===== src/hdl/gsg_pkg.sv =====
`timescale 1ns / 1ps

package gsg_pkg;

	localparam int YAW_W      = 48;
	localparam int PITCH_W    = 21;
	localparam int RATE_W     = 17;
	localparam int STICK_W    = 11;
	localparam int SWITCH_W   = 2;
	localparam int CFG_IDX_W  = 3;
	localparam int CFG_DATA_W = 20;

	localparam logic [SWITCH_W-1:0]       SWITCH_ACTIVE  = 2'd2;
	localparam logic                      PATROL_ENABLE  = 1'b1;
	localparam logic signed [STICK_W-1:0] WHEEL_DEADBAND = 11'sd50;

	// Division by 660 is a division of n/4 by 165 done with a rounded-up reciprocal.
	// Pitch: n/4 = mag*64 < 2^29, recip = ceil(2^37/165), so q = (mag*recip) >> 31.
	// Wheel: n/4 < 2^24, recip = ceil(2^32/165), so q = ((n>>2)*recip) >> 32.
	localparam logic [29:0] PITCH_RECIP = 30'd832963355;
	localparam logic [24:0] WHEEL_RECIP = 25'd26030105;
	localparam logic [15:0] RATE_MAX    = 16'hFFFF;

	typedef enum logic [CFG_IDX_W-1:0] {
		REG_YAW_STICK_GAIN,
		REG_PITCH_STICK_GAIN,
		REG_PITCH_CENTER,
		REG_PITCH_UPPER,
		REG_PITCH_LOWER,
		REG_YAW_PATROL_STEP,
		REG_PITCH_PATROL_STEP,
		REG_SHOOT_FULL_RATE
	} cfg_reg_t;

	typedef struct packed {
		logic [15:0] yaw_stick_gain;
		logic [12:0] pitch_stick_gain;
		logic [12:0] pitch_center;
		logic [12:0] pitch_upper;
		logic [12:0] pitch_lower;
		logic [19:0] yaw_patrol_step;
		logic [15:0] pitch_patrol_step;
		logic [15:0] shoot_full_rate;
	} cfg_t;

	typedef struct packed {
		logic [SWITCH_W-1:0]       mode_switch;
		logic [SWITCH_W-1:0]       friction_switch;
		logic signed [STICK_W-1:0] stick_yaw;
		logic signed [STICK_W-1:0] stick_pitch;
		logic signed [STICK_W-1:0] wheel;
		logic                      fire_request;
	} tick_t;

	typedef struct packed {
		logic host;
		logic fric;
		logic fire;
		logic pitch_set;
		logic wheel_pos;
		logic wheel_neg;
	} ctl_t;

	typedef struct packed {
		ctl_t               ctl;
		logic signed [27:0] yaw_prod;
		logic               pitch_neg;
		logic [23:0]        pitch_mag;
		logic               wheel_neg;
		logic [26:0]        wheel_mag;
	} prod_t;

	typedef struct packed {
		ctl_t                     ctl;
		logic signed [27:0]       yaw_prod;
		logic signed [23:0]       pitch_off;
		logic signed [RATE_W-1:0] wheel_rate;
	} scaled_t;

endpackage


===== src/hdl/gsg_tick_if.sv =====
`timescale 1ns / 1ps

interface gsg_tick_if;
	logic              valid;
	logic              ready;
	logic [1:0]        mode_switch;
	logic [1:0]        friction_switch;
	logic signed [10:0] stick_yaw;
	logic signed [10:0] stick_pitch;
	logic signed [10:0] wheel;
	logic              fire_request;

	modport source (output valid, mode_switch, friction_switch, stick_yaw, stick_pitch,
		wheel, fire_request, input ready);
	modport sink (input valid, mode_switch, friction_switch, stick_yaw, stick_pitch,
		wheel, fire_request, output ready);
endinterface


===== src/hdl/gsg_setpt_if.sv =====
`timescale 1ns / 1ps

interface gsg_setpt_if;
	logic               valid;
	logic               ready;
	logic signed [47:0] yaw_setpoint;
	logic [20:0]        pitch_setpoint;
	logic               friction_on;
	logic signed [16:0] feeder_one_rate;
	logic signed [16:0] feeder_two_rate;

	modport source (output valid, yaw_setpoint, pitch_setpoint, friction_on,
		feeder_one_rate, feeder_two_rate, input ready);
	modport sink (input valid, yaw_setpoint, pitch_setpoint, friction_on,
		feeder_one_rate, feeder_two_rate, output ready);
endinterface


===== src/hdl/gsg_cfg_regs.sv =====
`timescale 1ns / 1ps

module gsg_cfg_regs (
	input  logic                           clk,
	input  logic                           arst_n,
	input  logic                           cfg_we,
	input  logic [gsg_pkg::CFG_IDX_W-1:0]  cfg_index,
	input  logic [gsg_pkg::CFG_DATA_W-1:0] cfg_data,
	output gsg_pkg::cfg_t                  cfg
);
	import gsg_pkg::*;

	cfg_t cfg_q;

	always_ff @(posedge clk or negedge arst_n) begin
		if (!arst_n) begin
			cfg_q.yaw_stick_gain    <= 16'd26;
			cfg_q.pitch_stick_gain  <= 13'd568;
			cfg_q.pitch_center      <= 13'd6000;
			cfg_q.pitch_upper       <= 13'd7500;
			cfg_q.pitch_lower       <= 13'd4100;
			cfg_q.yaw_patrol_step   <= 20'd5243;
			cfg_q.pitch_patrol_step <= 16'd640;
			cfg_q.shoot_full_rate   <= 16'd5000;
		end else if (cfg_we) begin
			case (cfg_reg_t'(cfg_index))
				REG_YAW_STICK_GAIN:    cfg_q.yaw_stick_gain    <= cfg_data[15:0];
				REG_PITCH_STICK_GAIN:  cfg_q.pitch_stick_gain  <= cfg_data[12:0];
				REG_PITCH_CENTER:      cfg_q.pitch_center      <= cfg_data[12:0];
				REG_PITCH_UPPER:       cfg_q.pitch_upper       <= cfg_data[12:0];
				REG_PITCH_LOWER:       cfg_q.pitch_lower       <= cfg_data[12:0];
				REG_YAW_PATROL_STEP:   cfg_q.yaw_patrol_step   <= cfg_data[19:0];
				REG_PITCH_PATROL_STEP: cfg_q.pitch_patrol_step <= cfg_data[15:0];
				REG_SHOOT_FULL_RATE:   cfg_q.shoot_full_rate   <= cfg_data[15:0];
				default: ;
			endcase
		end
	end

	assign cfg = cfg_q;
endmodule


===== src/hdl/gsg_scale.sv =====
`timescale 1ns / 1ps

// Two stages: stick and wheel products, then the truncating divide by full stick.
module gsg_scale (
	input  logic             clk,
	input  logic             ld_s2,
	input  logic             ld_s3,
	input  gsg_pkg::cfg_t    cfg,
	input  gsg_pkg::tick_t   tick_s1,
	output gsg_pkg::scaled_t scaled_s3
);
	import gsg_pkg::*;

	prod_t       prod_d;
	prod_t       prod_s2;
	scaled_t     scaled_d;
	scaled_t     scaled_q3;
	logic [10:0] pitch_abs;
	logic [10:0] wheel_abs;
	logic [53:0] pitch_full;
	logic [22:0] pitch_quo;
	logic [49:0] wheel_full;
	logic [17:0] wheel_quo;
	logic [15:0] wheel_sat;

	always_comb begin
		pitch_abs = tick_s1.stick_pitch[10] ? 11'(~tick_s1.stick_pitch + 11'd1)
			: tick_s1.stick_pitch;
		wheel_abs = tick_s1.wheel[10] ? 11'(~tick_s1.wheel + 11'd1) : tick_s1.wheel;

		prod_d.ctl.host      = (tick_s1.mode_switch == SWITCH_ACTIVE);
		prod_d.ctl.fric      = (tick_s1.friction_switch == SWITCH_ACTIVE);
		prod_d.ctl.fire      = tick_s1.fire_request;
		prod_d.ctl.pitch_set = (tick_s1.stick_pitch != '0);
		prod_d.ctl.wheel_pos = (tick_s1.wheel >= WHEEL_DEADBAND);
		prod_d.ctl.wheel_neg = (tick_s1.wheel <= -WHEEL_DEADBAND);
		prod_d.yaw_prod      = tick_s1.stick_yaw * $signed({1'b0, cfg.yaw_stick_gain});
		prod_d.pitch_neg     = tick_s1.stick_pitch[10];
		prod_d.pitch_mag     = pitch_abs * cfg.pitch_stick_gain;
		prod_d.wheel_neg     = tick_s1.wheel[10];
		prod_d.wheel_mag     = wheel_abs * cfg.shoot_full_rate;
	end

	always_ff @(posedge clk) begin
		if (ld_s2) begin
			prod_s2 <= prod_d;
		end
	end

	always_comb begin
		pitch_full = prod_s2.pitch_mag * PITCH_RECIP;
		pitch_quo  = pitch_full[53:31];
		wheel_full = prod_s2.wheel_mag[26:2] * WHEEL_RECIP;
		wheel_quo  = wheel_full[49:32];
		wheel_sat  = (wheel_quo > {2'b00, RATE_MAX}) ? RATE_MAX : wheel_quo[15:0];

		scaled_d.ctl        = prod_s2.ctl;
		scaled_d.yaw_prod   = prod_s2.yaw_prod;
		scaled_d.pitch_off  = prod_s2.pitch_neg ? $signed(24'(~{1'b0, pitch_quo} + 24'd1))
			: $signed({1'b0, pitch_quo});
		scaled_d.wheel_rate = prod_s2.wheel_neg ? $signed(17'(~{1'b0, wheel_sat} + 17'd1))
			: $signed({1'b0, wheel_sat});
	end

	always_ff @(posedge clk) begin
		if (ld_s3) begin
			scaled_q3 <= scaled_d;
		end
	end

	assign scaled_s3 = scaled_q3;
endmodule


===== src/hdl/gsg_update.sv =====
`timescale 1ns / 1ps

// Angle state and the result word; the state only moves when a result is loaded.
module gsg_update (
	input  logic                                 clk,
	input  logic                                 arst_n,
	input  logic                                 ld_out,
	input  gsg_pkg::cfg_t                        cfg,
	input  gsg_pkg::scaled_t                     scaled_s3,
	output logic signed [gsg_pkg::YAW_W-1:0]     yaw_setpoint,
	output logic [gsg_pkg::PITCH_W-1:0]          pitch_setpoint,
	output logic                                 friction_on,
	output logic signed [gsg_pkg::RATE_W-1:0]    feeder_one_rate,
	output logic signed [gsg_pkg::RATE_W-1:0]    feeder_two_rate
);
	import gsg_pkg::*;

	logic [YAW_W-1:0]          yaw_q, yaw_d;
	logic [PITCH_W-1:0]        pitch_q, pitch_d;
	logic                      sweep_down_q, sweep_down_d;
	logic                      friction_q;
	logic signed [RATE_W-1:0]  feed_one_q, feed_one_d;
	logic signed [RATE_W-1:0]  feed_two_q, feed_two_d;
	logic signed [24:0]        upper_s, lower_s, p_raw, p_hi, p_lo;
	logic [PITCH_W-1:0]        upper_u, lower_u;
	logic signed [22:0]        sweep_sum;
	logic [PITCH_W-1:0]        sweep_pitch;
	logic signed [RATE_W-1:0]  full_rate;

	always_comb begin
		upper_u   = {cfg.pitch_upper, 8'b0};
		lower_u   = {cfg.pitch_lower, 8'b0};
		upper_s   = $signed({4'b0, upper_u});
		lower_s   = $signed({4'b0, lower_u});
		full_rate = $signed({1'b0, cfg.shoot_full_rate});

		// Manual pitch: clamp to the upper limit first so that crossed limits give lower.
		p_raw = $signed({4'b0, cfg.pitch_center, 8'b0}) + 25'(scaled_s3.pitch_off);
		p_hi  = (p_raw > upper_s) ? upper_s : p_raw;
		p_lo  = (p_hi < lower_s) ? lower_s : p_hi;

		sweep_sum = sweep_down_q
			? $signed({2'b0, pitch_q}) - $signed({7'b0, cfg.pitch_patrol_step})
			: $signed({2'b0, pitch_q}) + $signed({7'b0, cfg.pitch_patrol_step});
		if (sweep_sum[22]) begin
			sweep_pitch = '0;
		end else if (sweep_sum[21]) begin
			sweep_pitch = '1;
		end else begin
			sweep_pitch = sweep_sum[20:0];
		end

		yaw_d        = yaw_q;
		pitch_d      = pitch_q;
		sweep_down_d = sweep_down_q;
		feed_one_d   = '0;
		feed_two_d   = '0;

		if (!scaled_s3.ctl.host) begin
			yaw_d = yaw_q - YAW_W'(scaled_s3.yaw_prod);
			if (scaled_s3.ctl.pitch_set) begin
				pitch_d = p_lo[20:0];
			end
			if (scaled_s3.ctl.wheel_pos) begin
				feed_one_d = -scaled_s3.wheel_rate;
			end else if (scaled_s3.ctl.wheel_neg) begin
				feed_two_d = -scaled_s3.wheel_rate;
			end
		end else begin
			if (PATROL_ENABLE && !scaled_s3.ctl.fire) begin
				yaw_d   = yaw_q + YAW_W'(cfg.yaw_patrol_step);
				pitch_d = sweep_pitch;
				if (sweep_pitch > upper_u) begin
					sweep_down_d = 1'b1;
				end
				if (sweep_pitch < lower_u) begin
					sweep_down_d = 1'b0;
				end
			end
			if (scaled_s3.ctl.fric && scaled_s3.ctl.fire) begin
				feed_one_d = -full_rate;
				feed_two_d = full_rate;
			end
		end
	end

	always_ff @(posedge clk or negedge arst_n) begin
		if (!arst_n) begin
			yaw_q        <= '0;
			pitch_q      <= '0;
			sweep_down_q <= 1'b0;
		end else if (ld_out) begin
			yaw_q        <= yaw_d;
			pitch_q      <= pitch_d;
			sweep_down_q <= sweep_down_d;
		end
	end

	always_ff @(posedge clk) begin
		if (ld_out) begin
			friction_q <= scaled_s3.ctl.fric;
			feed_one_q <= feed_one_d;
			feed_two_q <= feed_two_d;
		end
	end

	assign yaw_setpoint    = $signed(yaw_q);
	assign pitch_setpoint  = pitch_q;
	assign friction_on     = friction_q;
	assign feeder_one_rate = feed_one_q;
	assign feeder_two_rate = feed_two_q;
endmodule


===== src/hdl/gimbal_setpoint_generator.sv =====
`timescale 1ns / 1ps

// Gimbal setpoint generator. One word on tick gives one word on setpt, in order. A word
// can be accepted every cycle while tick.ready is high; it passes through the input register,
// multiply stage, divide-by-full-stick stage and result register in that order, and the
// angle state is updated at the same edge that loads the result register. The pipeline
// keeps moving while a finished result waits: tick.ready drops only when every stage
// holds a word and setpt.ready is low. Registers are written through cfg_we, cfg_index
// and cfg_data, and must only be written when no word is in flight.
module gimbal_setpoint_generator (
	input  logic                           clk,
	input  logic                           arst_n,
	input  logic                           cfg_we,
	input  logic [gsg_pkg::CFG_IDX_W-1:0]  cfg_index,
	input  logic [gsg_pkg::CFG_DATA_W-1:0] cfg_data,
	gsg_tick_if.sink                       tick,
	gsg_setpt_if.source                    setpt
);
	import gsg_pkg::*;

	cfg_t    cfg;
	tick_t   tick_s1;
	scaled_t scaled_s3;
	logic    valid_s1, valid_s2, valid_s3, out_valid_q;
	logic    adv_out, rdy_s3, rdy_s2, rdy_s1;
	logic    ld_s2, ld_s3, ld_out;

	assign adv_out = !out_valid_q || setpt.ready;
	assign rdy_s3  = !valid_s3 || adv_out;
	assign rdy_s2  = !valid_s2 || rdy_s3;
	assign rdy_s1  = !valid_s1 || rdy_s2;
	assign ld_s2   = valid_s1 && rdy_s2;
	assign ld_s3   = valid_s2 && rdy_s3;
	assign ld_out  = valid_s3 && adv_out;

	assign tick.ready  = rdy_s1;
	assign setpt.valid = out_valid_q;

	always_ff @(posedge clk or negedge arst_n) begin
		if (!arst_n) begin
			valid_s1    <= 1'b0;
			valid_s2    <= 1'b0;
			valid_s3    <= 1'b0;
			out_valid_q <= 1'b0;
		end else begin
			if (rdy_s1) begin
				valid_s1 <= tick.valid;
			end
			if (rdy_s2) begin
				valid_s2 <= valid_s1;
			end
			if (rdy_s3) begin
				valid_s3 <= valid_s2;
			end
			if (adv_out) begin
				out_valid_q <= valid_s3;
			end
		end
	end

	always_ff @(posedge clk) begin
		if (tick.valid && rdy_s1) begin
			tick_s1.mode_switch     <= tick.mode_switch;
			tick_s1.friction_switch <= tick.friction_switch;
			tick_s1.stick_yaw       <= tick.stick_yaw;
			tick_s1.stick_pitch     <= tick.stick_pitch;
			tick_s1.wheel           <= tick.wheel;
			tick_s1.fire_request    <= tick.fire_request;
		end
	end

	gsg_cfg_regs u_cfg_regs (
		.clk       (clk),
		.arst_n    (arst_n),
		.cfg_we    (cfg_we),
		.cfg_index (cfg_index),
		.cfg_data  (cfg_data),
		.cfg       (cfg)
	);

	gsg_scale u_scale (
		.clk       (clk),
		.ld_s2     (ld_s2),
		.ld_s3     (ld_s3),
		.cfg       (cfg),
		.tick_s1   (tick_s1),
		.scaled_s3 (scaled_s3)
	);

	gsg_update u_update (
		.clk             (clk),
		.arst_n          (arst_n),
		.ld_out          (ld_out),
		.cfg             (cfg),
		.scaled_s3       (scaled_s3),
		.yaw_setpoint    (setpt.yaw_setpoint),
		.pitch_setpoint  (setpt.pitch_setpoint),
		.friction_on     (setpt.friction_on),
		.feeder_one_rate (setpt.feeder_one_rate),
		.feeder_two_rate (setpt.feeder_two_rate)
	);

	// A word waiting in the last stage must not vanish while the result register is held.
	assert property (@(posedge clk) disable iff (!arst_n)
		valid_s3 && !adv_out |=> valid_s3)
		else $error("last stage word lost during stall");

	// Feeder one only ever runs backward and feeder two only forward.
	assert property (@(posedge clk) disable iff (!arst_n)
		setpt.valid |-> (setpt.feeder_one_rate[16] || setpt.feeder_one_rate == '0))
		else $error("feeder one rate positive");

	assert property (@(posedge clk) disable iff (!arst_n)
		setpt.valid |-> !setpt.feeder_two_rate[16])
		else $error("feeder two rate negative");

	// The angle state moves only together with a new result.
	assert property (@(posedge clk) disable iff (!arst_n)
		!ld_out |=> $stable(setpt.yaw_setpoint) && $stable(setpt.pitch_setpoint))
		else $error("angle state changed without a result");
endmodule


===== src/flat_wrapper.sv =====
// flat-port wrapper written by rule: the top's interface ports become plain ports
module gimbal_setpoint_generator_flat import gsg_pkg::*;
  (clk, arst_n, cfg_we, cfg_index, cfg_data, tick_valid, tick_mode_switch, tick_friction_switch, tick_stick_yaw, tick_stick_pitch, tick_wheel, tick_fire_request, tick_ready, setpt_valid, setpt_yaw_setpoint, setpt_pitch_setpoint, setpt_friction_on, setpt_feeder_one_rate, setpt_feeder_two_rate, setpt_ready);
  gsg_tick_if tick_i ();
  gsg_setpt_if setpt_i ();
  input  logic clk;
  input  logic arst_n;
  input  logic cfg_we;
  input  logic [gsg_pkg::CFG_IDX_W-1:0] cfg_index;
  input  logic [gsg_pkg::CFG_DATA_W-1:0] cfg_data;
  input wire logic [$bits(tick_i.valid)-1:0] tick_valid;
  input wire logic [$bits(tick_i.mode_switch)-1:0] tick_mode_switch;
  input wire logic [$bits(tick_i.friction_switch)-1:0] tick_friction_switch;
  input wire logic [$bits(tick_i.stick_yaw)-1:0] tick_stick_yaw;
  input wire logic [$bits(tick_i.stick_pitch)-1:0] tick_stick_pitch;
  input wire logic [$bits(tick_i.wheel)-1:0] tick_wheel;
  input wire logic [$bits(tick_i.fire_request)-1:0] tick_fire_request;
  output wire logic [$bits(tick_i.ready)-1:0] tick_ready;
  output wire logic [$bits(setpt_i.valid)-1:0] setpt_valid;
  output wire logic [$bits(setpt_i.yaw_setpoint)-1:0] setpt_yaw_setpoint;
  output wire logic [$bits(setpt_i.pitch_setpoint)-1:0] setpt_pitch_setpoint;
  output wire logic [$bits(setpt_i.friction_on)-1:0] setpt_friction_on;
  output wire logic [$bits(setpt_i.feeder_one_rate)-1:0] setpt_feeder_one_rate;
  output wire logic [$bits(setpt_i.feeder_two_rate)-1:0] setpt_feeder_two_rate;
  input wire logic [$bits(setpt_i.ready)-1:0] setpt_ready;
  assign tick_i.valid = tick_valid;
  assign tick_i.mode_switch = tick_mode_switch;
  assign tick_i.friction_switch = tick_friction_switch;
  assign tick_i.stick_yaw = tick_stick_yaw;
  assign tick_i.stick_pitch = tick_stick_pitch;
  assign tick_i.wheel = tick_wheel;
  assign tick_i.fire_request = tick_fire_request;
  assign tick_ready = tick_i.ready;
  assign setpt_valid = setpt_i.valid;
  assign setpt_yaw_setpoint = setpt_i.yaw_setpoint;
  assign setpt_pitch_setpoint = setpt_i.pitch_setpoint;
  assign setpt_friction_on = setpt_i.friction_on;
  assign setpt_feeder_one_rate = setpt_i.feeder_one_rate;
  assign setpt_feeder_two_rate = setpt_i.feeder_two_rate;
  assign setpt_i.ready = setpt_ready;
  gimbal_setpoint_generator u_core (.clk(clk), .arst_n(arst_n), .cfg_we(cfg_we), .cfg_index(cfg_index), .cfg_data(cfg_data), .tick(tick_i), .setpt(setpt_i));
endmodule

===== config.mk =====
export PLATFORM = sky130hd
export DESIGN_NAME = gimbal_setpoint_generator_flat
export DESIGN_NICKNAME = d
export VERILOG_FILES = /design/src/hdl/gsg_pkg.sv /design/src/hdl/gsg_tick_if.sv /design/src/hdl/gsg_setpt_if.sv /design/src/hdl/gsg_cfg_regs.sv /design/src/hdl/gsg_scale.sv /design/src/hdl/gsg_update.sv /design/src/hdl/gimbal_setpoint_generator.sv /design/src/flat_wrapper.sv
export SDC_FILE = /design/constraint.sdc
export NUM_CORES = 2
export LEC_CHECK = 0
export ABC_AREA = 1
export BUFFER_PORTS_ARGS = -buffer_cell sky130_fd_sc_hd__clkbuf_2
export CAP_MARGIN = 5
export CORE_MARGIN = 3
export CORE_UTILIZATION = 50
export DETAILED_ROUTE_END_ITERATION = 12
export PLACE_DENSITY_LB_ADDON = 0.15
export RECOVER_POWER = 50
export REMOVE_ABC_BUFFERS = 1
export SYNTH_ARGS = -nofsm -noshare
export SYNTH_HDL_FRONTEND = slang
export SYNTH_HIERARCHICAL = 1
export SYNTH_SLANG_ARGS = --single-unit
export TNS_END_PERCENT = 5

===== constraint.sdc =====
create_clock -name clk -period 12.7 [get_ports clk]
set_clock_uncertainty 0.1 [all_clocks]
set_input_delay 2.54 -clock clk [delete_from_list [all_inputs] [get_ports clk]]
set_output_delay 2.54 -clock clk [all_outputs]
set_load 0.02 [all_outputs]

* Yosys cells after proc, flatten, opt, wreduce, memory -nomap -nowiden
Cells that the tools add are included.
Operators by class: add/sub/neg operators 11, $mul 5, magnitude comparators 7, equality and inequality tests 10, muxes and demuxes 24, bitwise logic cells 5, reduce and logical (&&, ||, !) cells 28
Operator list (count):
- 2-to-1 mux 21 bit | 6
- 2-to-1 mux 17 bit | 6
- 2-to-1 mux 48 bit | 2
- multiplier 24 x 30 -> 54 bit, second input constant | 1
- multiplier 25 x 25 -> 50 bit, second input constant | 1
- adder 48 x 20 -> 48 bit | 1
- 2-to-1 mux 16 bit | 3
- subtractor 48 bit | 1
- 2-to-1 mux 23 bit | 2
- multiplier 11 x 17 -> 28 bit | 1
- multiplier 11 x 16 -> 27 bit | 1
- adder 22 x 24 -> 25 bit | 1
- > comparator 25 x 22 -> 1 bit | 1
- less-than comparator 25 x 22 -> 1 bit | 1
- 2-to-1 mux 25 bit | 1
- adder 24 x 1 -> 24 bit, second input constant | 1
- multiplier 11 x 13 -> 24 bit | 1
- inverter 23 -> 24 bit | 1
- adder 11 x 1 -> 11 bit, second input constant | 2
- adder 21 x 16 -> 22 bit | 1
- 2-to-1 mux 11 bit | 2
- inverter 11 bit | 2
- subtractor 21 x 16 -> 22 bit | 1
- > comparator 21 bit | 1
- other kinds (24) | 49
Word-level totals: register bits 429, input bits 66, output and inout bits 106, logic and storage cells 136

* Logic depth before layout (Yosys ltp)
depth in word-level cells 7, gate-level depth with buffers 37, depth with buffers taken out 36

* Modules after synthesis
The synthesis kept the hierarchy.
Modules (own cells, without submodules):
- gsg_scale | instances 1, cells an instance 5325, area each 43628.1 µm², seq. area each 4804.6 µm²
- gsg_update | instances 1, cells an instance 2038, area each 13038.8 µm², seq. area each 2802.7 µm²
- gsg_cfg_regs | instances 1, cells an instance 544, area each 4739.5 µm², seq. area each 3050.4 µm²
- gimbal_setpoint_generator | instances 1, cells an instance 62, area each 1325.0 µm², seq. area each 1241.2 µm²

* Least setup slack after synthesis
OpenSTA, ideal clock, no wires.
path kind register to register, start register u_core/u_scale/prod_s2[8] (netlist name), end register u_core.u_scale.scaled_q3, in the netlist u_core/u_scale/scaled_s3[14] (data pin), setup time 253 ps, data arrival time 6238 ps, data required time 12347 ps, path slack 6110 ps, cell stages (with the launch flop) 35, path buffers 0, period minus slack after synthesis 6590 ps, path through edfxtp_1 ha_1 fa_1 inv_1 fa_1 fa_1 fa_1 inv_1 fa_1 inv_1 fa_1 inv_1 ha_1 nand2_1 nor2_2 nand2_1 inv_1 nand2_1 nor2_1 nand2_1 nand3_2 nand2_2 nand2_4 nand2_2 a21oi_1 ha_1 nand2_1 inv_1 nand3_1 nor2_1 nand3_1 nand2_1 nand2_1 nand2_1 nand2_1
RTL lines:
- start, declared | line gsg_scale.sv:15 | prod_t prod_s2;
- start signal, assigned | line gsg_scale.sv:46 | prod_s2 <= prod_d;
- end signal, assigned | line gsg_scale.sv:67 | scaled_q3 <= scaled_d;
- end, declared | line gsg_scale.sv:17 | scaled_t scaled_q3;

==> reports/qor.txt <==
Run status = complete, but fails checks
Failing checks = max-capacitance violations, max-slew violations
Pins over their slew limit = 317
Final setup violation count = 0
Post_cts resized = 0
Final Hold Vio Count = 0
Final Wtd Congestion = 1.002
Cell Rows = 129
Met3 global-route usage = 3.265%
Period minus WS final = 7708 ps
Die X = 360.2 um
Met2 usage = 48.69%
DP Wirelength = 157400 um
Synth cell types = 62
Setup TNS = 0 ps
Final WL = 187800 um
Yosys reg bits = 427
Sequential-to-total area share from yosys stat = 18.97%
WP data required = 13340 ps
Worst hold slack = 315.7 ps
CP dominant cell by count = buf_4
Cells after synthesis = 7969
Synth area leader = fa_1
Final ANT Viol Nets = 0
Worst r2r src = u_core/tick_s1[12]
Util after Layout = 53.84%
Hold wc startpoint = u_core/u_scale/prod_s2[58]
WHS Path Cells = 0
Met1 usage = 39.42%
Vias = 51.57k
Root Buffer = clkbuf_16
Peak Freq = 0.1297 GHz
Critical-path top delay cell = clkbuf_1
Mapped Avg Cell Area = 7.872 um^2
WL per Instance = 19.32 um
Setup bufs post-CTS = 0
Nets@finish = 9693
Pin count of the biggest net entering global routing = 94
Placement Setup Slack = 5320 ps
Async set-reset flop share out of synthesis = 45.43%
DRT iter0 DRCs = 3841
Hold WC Path Type = reg2reg
CTS Buf Count = 52
Mapped Area = 62730 um^2
Reg2reg path depth = 25
Reg-to-Reg End = u_core/u_scale/prod_s2[50]
CTS tree = yes
# diodes = 0
Startpoint Class = primary input
Hold Path Sink = u_core/u_scale/scaled_s3[46]
First-pass GRT wire length = 293600 um
Starting density of the core = 50.54%
Layout cells sized above 1 = 4.761%
Final cycle utilization of the critical path = 60.69%
Vias in the first global route = 51.94k
Port Buffer Count = 171
Clk sink count = 427
GR peak layer = met2
CP cell instances = clkbuf_1 -> buf_4 -> buf_4
Post-route worst setup slack = 4992 ps
I/O Pins = 172
Yosys top cell area share = 22.37%
Synth Flop Type = edfxtp_1
Worst setup EP type = async pin
Area Overhead vs Synth = 6.534%
Length of the first detailed-routing pass in iterations = 5
DRC = 0
Core area = 124100 um^2
Worst Max-Slew Pin Slew = 5682 ps
Critical path type = in2async
Worst-case clock buffer depth = 3
Die height = 360.2 um
Grt ovf = 0
Hold-fix buffers at CTS = 0
Max FO, Critical Path = 93
RSZ-0062 raised after global routing = no
Synth top area cells = fa_1, ha_1, nand2_1, edfxtp_1, inv_1
FF-to-FF setup slack = 5240 ps
Antenna violations before repair = 1
Worst skew pair latency = 680 ps
Synth warnings = 6
Max-slew headroom = -278.8%
EDFF count, synth = 233
GR Util All Layers = 28.91%
Vias per inst = 5.304
Crit path DAT = 8350 ps
Max-cap viol count = 7
Crit path largest cell delay = 3890 ps
Die area = 129700 um^2
# H-tree levels = 2
Worst-path clk slew = 60 ps
-- worst max-delay path by stage --
stage / from / end / slack (ps) / depth (start not counted)
CTS: u_core/tick_s1[12] / u_core/u_scale/prod_s2[48] / 5280 / 25
global route: arst_n / u_core/u_cfg_regs/cfg[89] / 3990 / 3
global placement: u_core/tick_s1[12] / u_core/u_scale/prod_s2[50] / 5450 / 25
detailed placement: u_core/tick_s1[12] / u_core/u_scale/prod_s2[50] / 5320 / 25
floorplan: setpt_ready / u_core/u_update/pitch_setpoint[1] / 5350 / 9
finish: arst_n / u_core/u_cfg_regs/cfg[90] / 4990 / 3
-- cell usage after synthesis, types with 3 or more instances --
master	instances
buf_2	20
and3_1	6
nand3b_1	27
o31ai_1	8
clkinv_1	4
ha_1	884
o21bai_1	32
a21oi_1	308
nor2_2	17
xor2_1	130
buf_1	11
xnor2_1	58
dfrtp_1	156
a21o_1	15
nor3_1	77
o2111ai_1	3
clkbuf_1	132
nor3_2	6
nand3_1	295
nand3_2	6
nor2_1	551
a31oi_1	24
o32ai_1	3
buf_6	3
nand2_1	2019
buf_4	5
a211oi_1	5
nand4_1	84
o21ai_1	23
nor4_1	21
o21a_1	9
nand2_2	10
inv_2	14
a21boi_0	11
o211ai_1	8
o22ai_1	21
fa_1	701
dfstp_2	38
inv_1	1712
edfxtp_1	233
or2_2	28
o21ai_0	221
-- worst max-delay path, delay by kind of cell --
| kind | cells | cell delay [ps] |
|---|---|---|
| buf+inv | 3 | 5620 |
-- area by class of cell --
class	instances	area (um^2)
Tap cell	1637	2048
Clock inverter	33	374.1
Timing Repair Buffer	192	953.4
Multi-Input combinational cell	5639	43660
Inverter	1730	6496
Clock buffer	65	1400
Sequential cell	427	11900
Fill cell	12053	57290
-- kinds of logic after synthesis --
logic type,count (synthesis),share of synthesized area (%)
adders and majority gates,1585,40.00
and+or+nand+nor,3162,20.73
xor gates and xnor gates,188,2.625
AOI/OAI and AO/OA,704,6.177
buffers and inverters,1903,11.50
DFF,427,18.97
-- registers in the layout (all words and copies together) (netlist names), 17 cells and up --
signal                           cells
u_core/u_cfg_regs/cfg              120
u_core/u_scale/prod_s2              85
u_core/u_scale/scaled_s3            75
u_core/u_update/yaw_setpoint        48
u_core/tick_s1                      38
u_core/u_update/pitch_setpoint      21
u_core/u_update/feeder_one_rate     17
u_core/u_update/feeder_two_rate     17
-- placed cells by master (no fill, tap or decap), types with 11 or more instances in the layout --
cell       count
dfrtp_1      156
o21bai_1      32
dfstp_2       38
nand3b_1      27
edfxtp_1     233
ha_1         884
buf_4         13
a21o_1        15
nor2_2        17
nand3_1      295
o21ai_0      221
xor2_1       128
o21ai_1       22
o22ai_1       21
inv_1       1709
or2_2         28
a21boi_0      11
clkbuf_2     147
xnor2_1       58
nand2_1     2019
clkbuf_16     52
clkbuf_1      40
a31oi_1       24
nor3_1        77
a21oi_1      307
nor2_1       550
inv_2         14
nand4_1       84
nor4_1        21
fa_1         701
-- per-layer routing --
layer | up-vias | part of all wire, % | wire, um
met4 | 0 | 3.1 | 5824
li1 | 24883 | - | -
met3 | 286 | 5.3 | 9976
met2 | 1413 | 47 | 88750
met1 | 24990 | 44 | 83250
met5 | - | 0 | 0
-- through the flow --
step	instances	area [um^2]
floorplan	7796	62010
global placement	9625	65140
detailed placement	9625	65140
CTS	9723	66910
global route	9723	66830
finish	9723	66830
Power is left out: the tool's default activity adds up to more than one toggle a clock period on the data nets, which glitch-free logic cannot reach.
